[config.mk]
export PLATFORM = sky130hd
export DESIGN_NAME = linear_interp_rate_converter_top
export DESIGN_NICKNAME = d
export VERILOG_FILES = /design/src/sv/lirc_pkg.sv /design/src/sv/lirc_interp_unit.sv /design/src/sv/linear_interp_rate_converter_top.sv
export VERILOG_INCLUDE_DIRS = /design/src /design/src/sv
export SDC_FILE = /design/constraint.sdc
export NUM_CORES = 1
export LEC_CHECK = 0
export ABC_CLOCK_PERIOD_IN_PS = 10500
export BUFFER_PORTS_ARGS = -buffer_cell sky130_fd_sc_hd__clkbuf_2
export CAP_MARGIN = 10
export CORE_MARGIN = 3
export CORE_UTILIZATION = 30
export CTS_CLUSTER_DIAMETER = 120
export DETAILED_ROUTE_END_ITERATION = 16
export GPL_ROUTABILITY_DRIVEN = 0
export SYNTH_ARGS = -nofsm -noshare
export SYNTH_HDL_FRONTEND = slang
export SYNTH_HIERARCHICAL = 1
export SYNTH_SLANG_ARGS = --single-unit
[constraint.sdc]
create_clock -name i_clk -period 10.5 [get_ports i_clk]
set_input_delay 2.1 -clock i_clk [delete_from_list [all_inputs] [get_ports i_clk]]
set_output_delay 2.1 -clock i_clk [all_outputs]
set_load 0.03 [all_outputs]
[src/sv/assert_macros.svh]
// ----------------------------------------------------------------------------
// assert_macros.svh
// assertion helpers used by the rate converter top module
// ----------------------------------------------------------------------------
`ifndef ASSERT_MACROS_SVH
`define ASSERT_MACROS_SVH

`ifndef SYNTHESIS
// property must hold at every rising clock edge outside reset
`define LIRC_ASSERT(lbl, clk, rst_n, prop) \
    lbl: assert property (@(posedge clk) disable iff (!rst_n) (prop)) \
        else $error("rate converter assertion failed");
// condition must never be seen outside reset
`define LIRC_ASSERT_NEVER(lbl, clk, rst_n, cond) \
    lbl: assert property (@(posedge clk) disable iff (!rst_n) !(cond)) \
        else $error("rate converter forbidden condition seen");
`else
`define LIRC_ASSERT(lbl, clk, rst_n, prop)
`define LIRC_ASSERT_NEVER(lbl, clk, rst_n, cond)
`endif

`endif

[src/sv/lirc_pkg.sv]
// ----------------------------------------------------------------------------
// lirc_pkg
// types, constants and helpers of the linear interpolation rate converter
// ----------------------------------------------------------------------------
package lirc_pkg;

    localparam int unsigned SAMPLE_W = 16;
    localparam int unsigned FRAC_W   = 16;
    localparam int unsigned PHASE_W  = 25;
    localparam int unsigned RATE_W   = 25;
    localparam int unsigned ACCEL_W  = 18;
    localparam int unsigned CFG_W    = 25;
    localparam int unsigned CFG_IDX_W = 2;

    localparam logic [RATE_W-1:0]  RATE_MIN  = 25'd1024;
    localparam logic [RATE_W-1:0]  RATE_MAX  = 25'd16777216;
    localparam logic [RATE_W-1:0]  RATE_RST  = 25'd65536;
    localparam logic [PHASE_W-1:0] PHASE_MAX = 25'h1FFFFFF;
    localparam logic [PHASE_W-1:0] ONE_Q16   = 25'd65536;

    localparam logic [CFG_IDX_W-1:0] CFG_STEREO_MODE = 2'd0;
    localparam logic [CFG_IDX_W-1:0] CFG_START_RATE  = 2'd1;
    localparam logic [CFG_IDX_W-1:0] CFG_RATE_ACCEL  = 2'd2;
    localparam logic [CFG_IDX_W-1:0] CFG_START_PHASE = 2'd3;

    typedef enum logic [1:0] {
        ST_IDLE,
        ST_MUL_L,
        ST_MUL_R,
        ST_OUT
    } t_state;

    // clamp a signed wide rate into the legal Q16 range
    function automatic logic [RATE_W-1:0] clamp_rate(input logic signed [RATE_W+1:0] r);
        logic [RATE_W-1:0] res;
        if (r < $signed({2'b00, RATE_MIN})) begin
            res = RATE_MIN;
        end else if (r > $signed({2'b00, RATE_MAX})) begin
            res = RATE_MAX;
        end else begin
            res = r[RATE_W-1:0];
        end
        return res;
    endfunction

    // step back by one input sample, floor at zero
    function automatic logic [PHASE_W-1:0] phase_drop(input logic [PHASE_W-1:0] p);
        logic [PHASE_W-1:0] res;
        if (p >= ONE_Q16) begin
            res = p - ONE_Q16;
        end else begin
            res = '0;
        end
        return res;
    endfunction

endpackage

[src/sv/lirc_interp_unit.sv]
// ----------------------------------------------------------------------------
// lirc_interp_unit
// shared interpolator: prev + ((curr - prev) * frac) >>> 16
// ----------------------------------------------------------------------------
module lirc_interp_unit (
    input  logic signed [lirc_pkg::SAMPLE_W-1:0] i_prev,
    input  logic signed [lirc_pkg::SAMPLE_W-1:0] i_curr,
    input  logic        [lirc_pkg::FRAC_W-1:0]   i_frac,
    output logic signed [lirc_pkg::SAMPLE_W-1:0] o_result
);

    logic signed [lirc_pkg::SAMPLE_W:0]                   diff;
    logic signed [lirc_pkg::SAMPLE_W+lirc_pkg::FRAC_W+1:0] prod;
    logic signed [lirc_pkg::SAMPLE_W+1:0]                  term;

    always_comb begin
        diff = {i_curr[lirc_pkg::SAMPLE_W-1], i_curr}
             - {i_prev[lirc_pkg::SAMPLE_W-1], i_prev};
        // 17 x 17 signed product, frac zero extended
        prod = diff * $signed({1'b0, i_frac});
        // floor division by 2^16; result lies between prev and curr
        term = prod[lirc_pkg::SAMPLE_W+lirc_pkg::FRAC_W+1:lirc_pkg::FRAC_W];
        o_result = i_prev + term[lirc_pkg::SAMPLE_W-1:0];
    end

endmodule

[src/sv/linear_interp_rate_converter_top.sv]
// ----------------------------------------------------------------------------
// linear_interp_rate_converter_top
// linear interpolation sample rate converter, mono or stereo, Q16 position
// ----------------------------------------------------------------------------
// an accepted input steps the sequencer through ST_MUL_L (left product), ST_MUL_R
// (right product) and ST_OUT (hand-off), where the result is presented until taken;
//   the input is not ready again until the run ends; an input causing no result stays idle
// the single interpolation multiplier is time-shared between channels
// reset: synchronous, active low; control registers to defaults, no stored sample
// ----------------------------------------------------------------------------
`include "assert_macros.svh"

module linear_interp_rate_converter_top #(
    parameter int unsigned MAX_OUTPUTS_PER_INPUT = 64
) (
    input  logic                                   i_clk,
    input  logic                                   i_rst_n,
    // configuration write port
    input  logic                                   i_cfg_we,
    input  logic [lirc_pkg::CFG_IDX_W-1:0]         i_cfg_index,
    input  logic [lirc_pkg::CFG_W-1:0]             i_cfg_data,
    // input request channel
    input  logic                                   i_in_valid,
    output logic                                   o_in_ready,
    input  logic signed [lirc_pkg::SAMPLE_W-1:0]   i_sample_left,
    input  logic signed [lirc_pkg::SAMPLE_W-1:0]   i_sample_right,
    // result request channel
    output logic                                   o_out_valid,
    input  logic                                   i_out_ready,
    output logic signed [lirc_pkg::SAMPLE_W-1:0]   o_out_left,
    output logic signed [lirc_pkg::SAMPLE_W-1:0]   o_out_right,
    output logic                                   o_last_of_run
);

    // run counter, wide enough for the last index of a run
    localparam int unsigned CNT_W =
        (MAX_OUTPUTS_PER_INPUT > 1) ? $clog2(MAX_OUTPUTS_PER_INPUT) : 1;
    localparam logic [CNT_W-1:0] CNT_LAST = CNT_W'(MAX_OUTPUTS_PER_INPUT - 1);

    // control state
    lirc_pkg::t_state r_state, n_state;
    logic                          r_have_prev, n_have_prev;
    logic                          r_stereo, n_stereo;
    logic [lirc_pkg::RATE_W-1:0]   r_rate, n_rate;
    logic [lirc_pkg::PHASE_W-1:0]  r_phase, n_phase;
    logic signed [lirc_pkg::ACCEL_W-1:0] r_accel, n_accel;
    logic [CNT_W-1:0]              r_cnt, n_cnt;
    logic                          r_last, n_last;

    // sample payload
    logic signed [lirc_pkg::SAMPLE_W-1:0] r_prev_l, n_prev_l;
    logic signed [lirc_pkg::SAMPLE_W-1:0] r_prev_r, n_prev_r;
    logic signed [lirc_pkg::SAMPLE_W-1:0] r_cur_l, n_cur_l;
    logic signed [lirc_pkg::SAMPLE_W-1:0] r_cur_r, n_cur_r;
    logic signed [lirc_pkg::SAMPLE_W-1:0] r_out_l, n_out_l;
    logic signed [lirc_pkg::SAMPLE_W-1:0] r_out_r, n_out_r;

    // shared interpolator operands
    logic signed [lirc_pkg::SAMPLE_W-1:0] mul_prev;
    logic signed [lirc_pkg::SAMPLE_W-1:0] mul_curr;
    logic signed [lirc_pkg::SAMPLE_W-1:0] mul_res;

    // position and rate update
    logic [lirc_pkg::PHASE_W:0]          phase_sum;
    logic [lirc_pkg::PHASE_W-1:0]        phase_next;
    logic signed [lirc_pkg::RATE_W+1:0]  rate_sum;

    logic in_acc;
    logic out_acc;

    assign o_in_ready  = (r_state == lirc_pkg::ST_IDLE);
    assign o_out_valid = (r_state == lirc_pkg::ST_OUT);
    assign o_out_left  = r_out_l;
    assign o_out_right = r_out_r;
    assign o_last_of_run = r_last;

    assign in_acc  = i_in_valid & o_in_ready;
    assign out_acc = o_out_valid & i_out_ready;

    // left channel in the first product step, right channel in the second
    always_comb begin
        if (r_state == lirc_pkg::ST_MUL_R) begin
            mul_prev = r_prev_r;
            mul_curr = r_cur_r;
        end else begin
            mul_prev = r_prev_l;
            mul_curr = r_cur_l;
        end
    end

    lirc_interp_unit u_interp (
        .i_prev   (mul_prev),
        .i_curr   (mul_curr),
        .i_frac   (r_phase[lirc_pkg::FRAC_W-1:0]),
        .o_result (mul_res)
    );

    // saturating position step and clamped rate step
    always_comb begin
        phase_sum = {1'b0, r_phase} + {1'b0, r_rate};
        if (phase_sum[lirc_pkg::PHASE_W]) begin
            phase_next = lirc_pkg::PHASE_MAX;
        end else begin
            phase_next = phase_sum[lirc_pkg::PHASE_W-1:0];
        end
        rate_sum = $signed({2'b00, r_rate})
                 + {{(lirc_pkg::RATE_W+2-lirc_pkg::ACCEL_W){r_accel[lirc_pkg::ACCEL_W-1]}},
                    r_accel};
    end

    // sequencer: next state and register updates
    always_comb begin
        n_state     = r_state;
        n_have_prev = r_have_prev;
        n_stereo    = r_stereo;
        n_rate      = r_rate;
        n_phase     = r_phase;
        n_accel     = r_accel;
        n_cnt       = r_cnt;
        n_last      = r_last;
        n_prev_l    = r_prev_l;
        n_prev_r    = r_prev_r;
        n_cur_l     = r_cur_l;
        n_cur_r     = r_cur_r;
        n_out_l     = r_out_l;
        n_out_r     = r_out_r;

        // the user must send register writes only while idle; the block itself does not enforce it
        if (i_cfg_we) begin
            unique case (i_cfg_index)
                lirc_pkg::CFG_STEREO_MODE: n_stereo = i_cfg_data[0];
                lirc_pkg::CFG_START_RATE:
                    n_rate = lirc_pkg::clamp_rate({2'b00, i_cfg_data});
                lirc_pkg::CFG_RATE_ACCEL:
                    n_accel = i_cfg_data[lirc_pkg::ACCEL_W-1:0];
                lirc_pkg::CFG_START_PHASE:
                    n_phase = {{(lirc_pkg::PHASE_W-lirc_pkg::FRAC_W){1'b0}},
                               i_cfg_data[lirc_pkg::FRAC_W-1:0]};
                default: ;
            endcase
        end

        unique case (r_state)
            lirc_pkg::ST_IDLE: begin
                if (in_acc) begin
                    n_cur_l = i_sample_left;
                    n_cur_r = i_sample_right;
                    if (!r_have_prev) begin
                        // first sample is only stored
                        n_prev_l    = i_sample_left;
                        n_prev_r    = i_sample_right;
                        n_have_prev = 1'b1;
                    end else if (r_phase[lirc_pkg::PHASE_W-1:lirc_pkg::FRAC_W] != '0) begin
                        // position already past this sample, no result
                        n_phase  = lirc_pkg::phase_drop(r_phase);
                        n_prev_l = i_sample_left;
                        n_prev_r = i_sample_right;
                    end else begin
                        n_cnt   = '0;
                        n_state = lirc_pkg::ST_MUL_L;
                    end
                end
            end
            lirc_pkg::ST_MUL_L: begin
                n_out_l = mul_res;
                n_state = lirc_pkg::ST_MUL_R;
            end
            lirc_pkg::ST_MUL_R: begin
                n_out_r = r_stereo ? mul_res : '0;
                n_phase = phase_next;
                n_rate  = lirc_pkg::clamp_rate(rate_sum);
                // run ends when the position leaves this interval or the cap is hit
                n_last  = (phase_next[lirc_pkg::PHASE_W-1:lirc_pkg::FRAC_W] != '0)
                        || (r_cnt == CNT_LAST);
                n_state = lirc_pkg::ST_OUT;
            end
            lirc_pkg::ST_OUT: begin
                if (out_acc) begin
                    if (r_last) begin
                        n_phase  = lirc_pkg::phase_drop(r_phase);
                        n_prev_l = r_cur_l;
                        n_prev_r = r_cur_r;
                        n_state  = lirc_pkg::ST_IDLE;
                    end else begin
                        n_cnt   = r_cnt + 1'b1;
                        n_state = lirc_pkg::ST_MUL_L;
                    end
                end
            end
            default: n_state = lirc_pkg::ST_IDLE;
        endcase
    end

    // control registers
    always_ff @(posedge i_clk) begin
        if (!i_rst_n) begin
            r_state     <= lirc_pkg::ST_IDLE;
            r_have_prev <= 1'b0;
            r_stereo    <= 1'b0;
            r_rate      <= lirc_pkg::RATE_RST;
            r_phase     <= '0;
            r_accel     <= '0;
            r_cnt       <= '0;
            r_last      <= 1'b0;
            r_prev_l    <= '0;
            r_prev_r    <= '0;
        end else begin
            r_state     <= n_state;
            r_have_prev <= n_have_prev;
            r_stereo    <= n_stereo;
            r_rate      <= n_rate;
            r_phase     <= n_phase;
            r_accel     <= n_accel;
            r_cnt       <= n_cnt;
            r_last      <= n_last;
            r_prev_l    <= n_prev_l;
            r_prev_r    <= n_prev_r;
        end
    end

    // payload registers, no reset needed
    always_ff @(posedge i_clk) begin
        r_cur_l <= n_cur_l;
        r_cur_r <= n_cur_r;
        r_out_l <= n_out_l;
        r_out_r <= n_out_r;
    end

    // a run is only entered with the position inside the current interval
    `LIRC_ASSERT(a_run_in_interval, i_clk, i_rst_n,
        (r_state == lirc_pkg::ST_MUL_L) |->
            (r_phase[lirc_pkg::PHASE_W-1:lirc_pkg::FRAC_W] == '0))
    // rate stays within its clamp range
    `LIRC_ASSERT(a_rate_range, i_clk, i_rst_n,
        (r_rate >= lirc_pkg::RATE_MIN) && (r_rate <= lirc_pkg::RATE_MAX))
    // input side closed while a result is presented
    `LIRC_ASSERT_NEVER(a_no_overlap, i_clk, i_rst_n, o_in_ready && o_out_valid)
    // mono results carry a silent right channel
    `LIRC_ASSERT(a_mono_right_zero, i_clk, i_rst_n,
        (o_out_valid && !r_stereo) |-> (o_out_right == '0))
    // the result at the cap always closes the run
    `LIRC_ASSERT(a_cap_closes_run, i_clk, i_rst_n,
        (o_out_valid && (r_cnt == CNT_LAST)) |-> o_last_of_run)

endmodule
Word level (Yosys, flattened, before mapping)
Index checks and enable logic that the tools add are counted.
{"block": "op_classes", "magnitude_cmp": 5, "add_sub_neg": 6, "bitwise": 2, "mux": 43, "reduce_logical": 15, "n_mul": 1, "n_eq_ne": 14}
{"cell": "two-way mux 25 bit", "n": 16}
{"cell": "two-way mux 16 bit", "n": 12}
{"cell": "one-hot mux 25 bit (3 select lines)", "n": 1}
{"cell": "one-hot mux 16 bit (2 select lines)", "n": 2}
{"cell": "multiplier 17 x 17 -> 32 bit", "n": 1}
{"cell": "two-way mux 6 bit", "n": 5}
{"cell": "adder 26 x 18 -> 27 bit", "n": 1}
{"cell": "> comparator 27 x 26 -> 1 bit, second input constant", "n": 1}
{"cell": "less-than comparator 27 x 12 -> 1 bit, second input constant", "n": 1}
{"cell": "adder 25 x 25 -> 26 bit", "n": 1}
{"cell": ">= comparator 25 x 17 -> 1 bit, second input constant", "n": 1}
{"cell": "> comparator 25 bit, second input constant", "n": 1}
{"cell": "less-than comparator 25 x 11 -> 1 bit, second input constant", "n": 1}
{"cell": "subtractor 25 x 17 -> 25 bit, second input constant", "n": 1}
{"cell": "nonzero test 9 bit", "n": 2}
{"cell": "subtractor 16 x 16 -> 17 bit", "n": 1}
{"cell": "adder 16 bit", "n": 1}
{"cell": "one-hot mux 6 bit (2 select lines)", "n": 1}
{"cell": "equality test 2 bit, second input constant", "n": 4}
{"cell": "two-way mux 2 bit", "n": 4}
{"cell": "inequality test 2 x 1 -> 1 bit, second input constant", "n": 4}
{"cell": "one-hot mux 2 bit (4 select lines)", "n": 1}
{"cell": "AND reduction 2 bit", "n": 4}
{"cell": "adder 6 x 1 -> 6 bit, second input constant", "n": 1}
{"cell": "other kinds (12)", "n": 18}
{"block": "word_totals", "in_bits": 64, "elab_cells": 100, "ff_bits": 175, "out_inout_bits": 35}

Longest topological paths before layout
Gate-level depths: netlist of the first run.
{"block": "logic_depth", "word_depth": 7, "ltp_mapped": 48, "ltp_nobuf": 46}

By module
The synthesis of the first run kept the hierarchy.
{"module": "linear_interp_rate_converter_top", "area_per_inst_um2": 11079.4, "seq_area_each_um2": 4144.0, "instances": 1, "cells_per_inst": 1228}
{"module": "lirc_interp_unit", "area_per_inst_um2": 11009.3, "seq_area_each_um2": 0.0, "instances": 1, "cells_per_inst": 1254}

Worst setup path before layout of the first run
No wires, ideal clock.
{"block": "synth_timing", "kind": "register to register", "from": "register r_state[0]", "to": "register r_out_r, in the netlist o_out_right[14], data pin", "setup_time_ns": 0.255, "t_arrival_ns": 10.570, "t_required_ns": 10.245, "synth_period_minus_slack_ns": 10.824, "path_slack_ns": -0.324, "stages_incl_launch_ff": 43, "n_path_buf": 3, "cell_sequence": "dfxtp_1 > inv_1 > ha_1 > clkbuf_1 > buf_1 > mux2_2 > ha_1 > fa_1 > nor2b_1 > o31ai_2 > a221oi_2 > o21a_1 > nor2_1 > xnor2_1 > clkbuf_1 > and2_1 > fa_1 > inv_1 > [7 not listed] > a211oi_1 > nand2_1 > or4_1 > nor2_1 > o31a_1 > o21ai_0 > a21oi_1 > o21bai_1 > xor2_1 > ha_1 > nand3_1 > a211oi_1 > nor2_1 > a2111oi_0 > o21a_1 > nor2_1 > xnor2_1 > and2_1"}
{"block": "synth_via", "elab_chain_len": 5, "elab_cells_between_ends": 6, "cone_classes": "add/sub: 2; mul: 1; eq/ne: 1; mux: 2"}
{"item": "start, declared", "line": "linear_interp_rate_converter_top.sv:41", "rtl": "lirc_pkg::t_state r_state, n_state;"}
{"item": "start signal, assigned", "line": "linear_interp_rate_converter_top.sv:197", "rtl": "r_state <= lirc_pkg::ST_IDLE;"}
{"item": "start signal, assigned", "line": "linear_interp_rate_converter_top.sv:208", "rtl": "r_state <= n_state;"}
{"item": "equality test 2 bit *", "line": "linear_interp_rate_converter_top.sv:82", "rtl": "if (r_state == lirc_pkg::ST_MUL_R) begin"}
{"item": "two-way mux 16 bit *", "line": "linear_interp_rate_converter_top.sv:82"}
{"item": "via mul_prev, one bit", "line": "linear_interp_rate_converter_top.sv:59", "rtl": "logic signed [lirc_pkg::SAMPLE_W-1:0] mul_prev;"}
{"item": "subtractor 16 x 16 -> 17 bit", "line": "lirc_interp_unit.sv:18", "rtl": "- {i_prev[lirc_pkg::SAMPLE_W-1], i_prev};"}
{"item": "multiplier 17 x 17 -> 32 bit", "line": "lirc_interp_unit.sv:20", "rtl": "prod = diff * $signed({1'b0, i_frac});"}
{"item": "adder 16 bit *", "line": "lirc_interp_unit.sv:23", "rtl": "o_result = i_prev + term[lirc_pkg::SAMPLE_W-1:0];"}
{"item": "via mul_res, one bit", "line": "linear_interp_rate_converter_top.sv:61", "rtl": "logic signed [lirc_pkg::SAMPLE_W-1:0] mul_res;"}
{"item": "end signal, assigned", "line": "linear_interp_rate_converter_top.sv:226", "rtl": "r_out_r <= n_out_r;"}
{"item": "end, declared", "line": "linear_interp_rate_converter_top.sv:56", "rtl": "logic signed [lirc_pkg::SAMPLE_W-1:0] r_out_r, n_out_r;"}
Mark *: on every way through the listed nets, which the timed path passes. The rest lies on a longest branch.
A chain may end at the register's enable or synchronous reset.

Worst setup path after layout of the first run
Same ends and word-level chain as after synthesis.

==> results of run 1 <==
## timing repair
item,in CTS,in global routing
endpoints found under the setup margin,7,14
gates resized for setup,5,63
pin swaps,1,28
setup buffers,1,14
gates cloned,0,1
## cell usage in the layout, fill, tap and decap left out, types with 7 or more instances in the layout
master and count:
o21bai_1 8, o221ai_1 7, mux2i_1 53, nand4_1 11, a21o_1 33, and3_1 12, a211oi_1 50, clkbuf_2 98
edfxtp_1 64, clkbuf_16 18, buf_4 70, nand2b_1 14, a21oi_1 120, nor4_1 13, nor3_1 29, inv_1 379
nor2b_1 34, dfxtp_1 110, or2_2 7, o21a_1 20, xnor2_1 54, o21ai_1 7, fa_1 267, and2_1 127
xor2_1 22, nor2_1 122, a21oi_2 9, a221oi_1 40, mux2_2 30, a211oi_2 8, nand3_1 23, ha_1 162
or3_1 13, o211ai_1 15, nand3b_1 8, ha_4 7, a31oi_1 19, nand2_1 255, o21ai_0 81
## synth_stat cells, types with 8 or more instances
master	instances
o21ai_0	87
inv_1	381
o211ai_1	15
nand2_1	255
nand3_1	23
edfxtp_1	64
dfxtp_1	111
nand3b_1	8
nor2_1	127
mux2i_1	53
xor2_1	23
nor4_1	14
a21o_1	33
and2_1	128
clkbuf_1	92
xnor2_1	60
nand4_1	11
and3_1	12
a31oi_1	20
or3_1	13
a221oi_1	40
mux2_2	34
nor2b_1	36
o221ai_1	8
fa_1	269
nor3_1	32
o21a_1	20
a211oi_1	52
ha_1	173
nand2b_1	14
o21bai_1	8
a21oi_1	127
## cells by family after synthesis
group | Yosys count | synth area share, %
buf+inv | 487 | 8.38
flops | 175 | 18.8
fa+ha+maj | 442 | 34.2
mux | 87 | 4.14
simple gates | 709 | 15.9
xor+xnor | 83 | 3.29
compound gates | 499 | 15.4
## cell type report
type | count | area (µm²)
Clock inverter | 15 | 164
Timing Repair Buffer | 173 | 1140
Tap cell | 950 | 1190
Fill cell | 7390 | 47300
Clock buffer | 17 | 425
Multi-Input combinational cell | 1820 | 16400
Inverter | 382 | 1430
Sequential cell | 175 | 4150
## worst min-delay path by stage
stage	endpoint	start	cells after the start
after detailed placement	r_accel[12]	r_accel[12]	2
after global routing	r_accel[14]	r_accel[14]	2
final	r_accel[2]	r_accel[2]	2
after CTS	r_accel[12]	r_accel[12]	2
after floorplan	r_accel[0]	r_accel[0]	2
after global placement	r_accel[9]	r_accel[9]	2
## per-layer routing
layer  wire length, µm  part of all wire (%)
met4              1190                   2.0
met1             27600                    46
met2             29600                    49
met3              2260                   3.7
met5                 0                     0
## critical path: cells and delay by family (launching register included)
kind            cells  cell delay [ns]
fa+ha+maj          10             4.05
mux                 1             0.34
xor+xnor            3             0.31
compound gates     11             2.27
simple gates        7             1.16
buf+inv            11             1.28
flops               1             0.33
## registers in the layout (all words and copies together), names as in the netlist, 2 cells and up
| signal | cells |
|---|---|
| r_state | 2 |
| r_prev_r | 16 |
| r_prev_l | 16 |
| r_phase | 25 |
| o_out_left | 16 |
| o_out_right | 16 |
| r_rate | 25 |
| r_accel | 18 |
| r_cur_r | 16 |
| r_cur_l | 16 |
| r_cnt | 6 |
## through the flow
step / setup slack (ns) / TNS, ns / hold WS [ns] / cells
detailed placement: -0.246 / -0.570 / 0.453 / 3484
finish: 0.463 / 0 / 0.467 / 3532
floorplan: 0.00347 / 0 / 0.440 / 2482
global placement: -0.0605 / -0.0927 / 0.449 / 3484
global route: -0.0579 / -0.0625 / 0.478 / 3532
CTS: 0.00334 / 0 / 0.464 / 3517
==> results.cfg, run 1 <==
[synth]
synth-seq-cells = 175
syn_avg_cell_area_um2 = 8.90
syn_nets = 2988
synth-edff-count = 64
synth_area_leaders = fa_1, dfxtp_1, ha_1, edfxtp_1, inv_1
synth_flop_cell = dfxtp_1
syn-cell-area_um2 = 22100
synth_cells = 2482
yosysSeqAreaShare_pct = 18.8
synthDistinctLibCells = 84
synth_area_leader_cell = fa_1
ys_async_sr_fraction_pct = 0
yosys.area.top_type_share_pct = 24.4
ys.warnings.count = 6

[worst_setup_path]
ff2ff_path_depth = 43
cp.required_ns = 10.74
slowest_delay_ns = 0.54
crit_fanout = 13
cp-endpoint = o_out_right[14]
cp-end-kind = register
regToRegSetupSlack_ns = 0.46
cp_common_cell = fa_1
critPathSlowestCell = fa_1
worstSetupStartpoint = r_state[0]
worstSetupStartpointType = register
critical_path_arrival_ns = 10.28
r2r_end = o_out_right[14]
r2r_start = r_state[0]
path_class = register to register

[die]
dieHeight_um = 277
rows = 98
die_w_um = 277
die-area_um2 = 76900
core_area_um2 = 72200
io_pins = 99
initial_core_util_pct = 30.6

[clocking]
clkTransAtPathRegs_ns = 0.08
hold_buffers = 0
clock-sinks = 175
cts_tree = built
cts_htree_levels = 4
clockBufferDepth = 2
cts_root_buffer = clkbuf_16
cts_made_buffers = 17
clock_latency_ns = 0.49

[cells_and_area]
final_nets = 3075
stdcell_area_um2 = 24900
utilization_pct = 34.5
area_delta_synth_final_pct = 12.8
drive_gt1_share_pct = 12.5
diodes = 0

[place]
placed_area_um2 = 23900
placement.io_buffers = 98
dp_hpwl_um = 47800

[routing]
viasPerCell = 5.04
routed_wl_um = 60700
drt-wirelength-per-cell_um = 17.2
vias = 17800
initialDrtViolationCount = 1137
ant_nets = 0
drcViolationCount = 0
first_pass_iters = 6

[run_status]
outcome = completed

[global_routing]
antenna_found_initial = 3
global_route.usage.met3_pct = 1.99
grt_overflow = 0
grt_max_degree = 71
met2_usage_pct = 27.1
met1_usage_pct = 21.5
grt_pass1_vias = 17900
grt_use_total_pct = 16.0
grt-busiest-layer = met2
grt_pass1_wl_um = 98700

[sta]
fin_crit_ns = 10.04
report.final.slew_viol_count = 0
max_freq_mhz = 99.6
maxSlewHeadroom_pct = 30.2
tightest_slew_ns = 1.04
fin_skew_ns = 0.0244
finalCritPeriodShare_pct = 95.6
setup_viol = 0
hold_violations = 0

[min_path]
hp-class = register to register

[flow_run]
drv_cap = 0
Power of run 1 is not shown: default switching activity piles up to over one toggle a cycle in this logic, so the estimate is an artifact.
==> inputs of run 2 (changes only) <==
--- a/config.mk
+++ b/config.mk
@@ -16,5 +16,4 @@
 export GPL_ROUTABILITY_DRIVEN = 0
 export SYNTH_ARGS = -nofsm -noshare
 export SYNTH_HDL_FRONTEND = slang
-export SYNTH_HIERARCHICAL = 1
 export SYNTH_SLANG_ARGS = --single-unit
==> results.cfg, run 2 <==
[run_status]
outcome = completed

[cells_and_area]
finalNonFillerCells = 3650
final_common_cell = inv_1
fillers = 7512
drive_gt1_share_pct = 13.8
final_nets = 3175
reg_top3 = r_phase x25, r_rate x25, r_accel x18
diodes = 0
area_delta_synth_final_pct = 14.9
final_cell_mix = inv_1, nand2_1, fa_1

[synth]
yosys.area.top_type_share_pct = 24.2
synth_cells = 2560
synth_area_leaders = fa_1, dfxtp_1, ha_1, edfxtp_1, inv_1
ys_async_sr_fraction_pct = 0
yosysMostFrequentCell = inv_1
synth-seq-cells = 175
synth-edff-count = 64
syn_nets = 3057
syn_avg_cell_area_um2 = 8.70
ys.warnings.count = 0
synthDistinctLibCells = 81
yosysSeqAreaShare_pct = 18.6
syn-cell-area_um2 = 22300
synthTopCellsByCount = inv_1, nand2_1, fa_1
synth_area_leader_cell = fa_1
synth_flop_cell = dfxtp_1

[die]
die_w_um = 278
rows = 99
dieHeight_um = 278
initial_core_util_pct = 30.4
core_area_um2 = 73200
io_pins = 99
die-area_um2 = 77500

[worst_setup_path]
path_depth = 44
cp-end-kind = register
crit_fanout = 6
timing.critical_path.buf_inv = 7
slowest_delay_ns = 0.53
crit_family = adder cells
path_class = register to register
cp.required_ns = 10.71
cp_common_cell = fa_1
critPathSlowestCell = fa_1
critical_path_arrival_ns = 10.39
ff2ff_path_depth = 44
worstSetupStartpointType = register

[global_routing]
grt_pass1_wl_um = 97800
grt_overflow = 0
grt_use_total_pct = 15.7
antenna_found_initial = 1
grt_max_degree = 72
grt_pass1_vias = 18200

[sta]
tightest_slew_ns = 1.24
max_freq_mhz = 98.2
finalCritPeriodShare_pct = 97.0
fin_crit_ns = 10.18
hold_violations = 0
fin_skew_ns = 0.0167
setup_viol = 0
maxSlewHeadroom_pct = 16.9
setup_tns_ns = 0
report.final.slew_viol_count = 0

[clocking]
cts_tree = built
cts_root_buffer = clkbuf_16
clock-sinks = 175
clkTransAtPathRegs_ns = 0.07
clockBufferDepth = 2
hold_buffers = 0
cts_made_buffers = 17
cts_htree_levels = 4
clock_latency_ns = 0.46

[routing]
initialDrtViolationCount = 1165
ant_nets = 0
first_pass_iters = 5
routed_wl_um = 61400
drt-wirelength-per-cell_um = 16.8
drcViolationCount = 0
vias = 18100
viasPerCell = 4.97

[place]
placement.io_buffers = 98
dp_hpwl_um = 47600
dp_cells = 3599

[flow_run]
drv_cap = 0

[min_path]
hp-class = register to register
min_path_cells = 2
run 2: cells by family (layout without fill, tap and decap cells):
family          after synthesis  after routing  synth area share, %
mux                          74             74                 3.44
buf+inv                     503            634                 8.55
simple gates                813            813                 17.6
compound gates              459            459                 14.2
flops                       175            175                 18.6
xor+xnor                    102            102                 4.14
fa+ha+maj                   434            434                 33.4
run 2: worst reg2reg max path, delay by kind of cell (launching register included):
family,cells,cell delay [ns]
AOI/OAI and AO/OA,17,3.15
and+or+nand+nor,5,0.80
DFF,1,0.34
buffers and inverters,7,0.64
muxes,1,0.32
adders and majority gates,10,3.95
xor gates and xnor gates,4,0.73
run 2: through the flow:
stage	cell area (µm²)	hold WS, ns	util [%]	worst slack, ns
4_1_cts	25000	0.475	34.1	0.00288
3_5_place_dp	24400	0.465	33.3	0.0391
3_3_place_gp	24400	0.459	33.3	0.0778
6_report	25600	0.473	34.9	0.319
5_1_grt	25600	0.491	34.9	-0.107
2_1_floorplan	22400	0.447	-	0.00857
run 2: timing repair:
item / 4_1_cts / 5_1_grt
setup buffers: 0 / 18
gates resized for setup: 0 / 98
endpoints found under the setup margin: 0 / 20
run 2: metal layers:
| layer | up-vias | global-route usage, % | routed length, µm | share of wire [%] |
|---|---|---|---|---|
| met4 | 0 | 4.17 | 1440 | 2.3 |
| met1 | 8961 | 20.7 | 26900 | 44 |
| met5 | - | 0 | 0 | 0 |
| li1 | 8695 | - | - | - |
| met2 | 407 | 27.5 | 30400 | 50 |
| met3 | 86 | 1.60 | 2620 | 4.3 |
run 2: final timing paths:
path | start | end | slack, ns
setup reg to reg | r_state[0] | o_out_right[15] | 0.32
hold reg to reg | r_accel[13] | r_accel[13] | 0.47
hold / removal | r_accel[13] | r_accel[13] | 0.47
setup / recovery | r_state[0] | o_out_right[15] | 0.32
run 2: cell type report:
type                            instances  area [µm²]  share of cell area (%)
Clock buffer                           18         433                    1.69
Clock inverter                         14         123                   0.479
Inverter                              387        1460                    5.69
Multi-Input combinational cell       1882       16700                    65.4
Sequential cell                       175        4150                    16.2
Tap cell                              959        1200                    4.69
Timing Repair Buffer                  215        1500                    5.86
Power of run 2 is left out for the same reason.
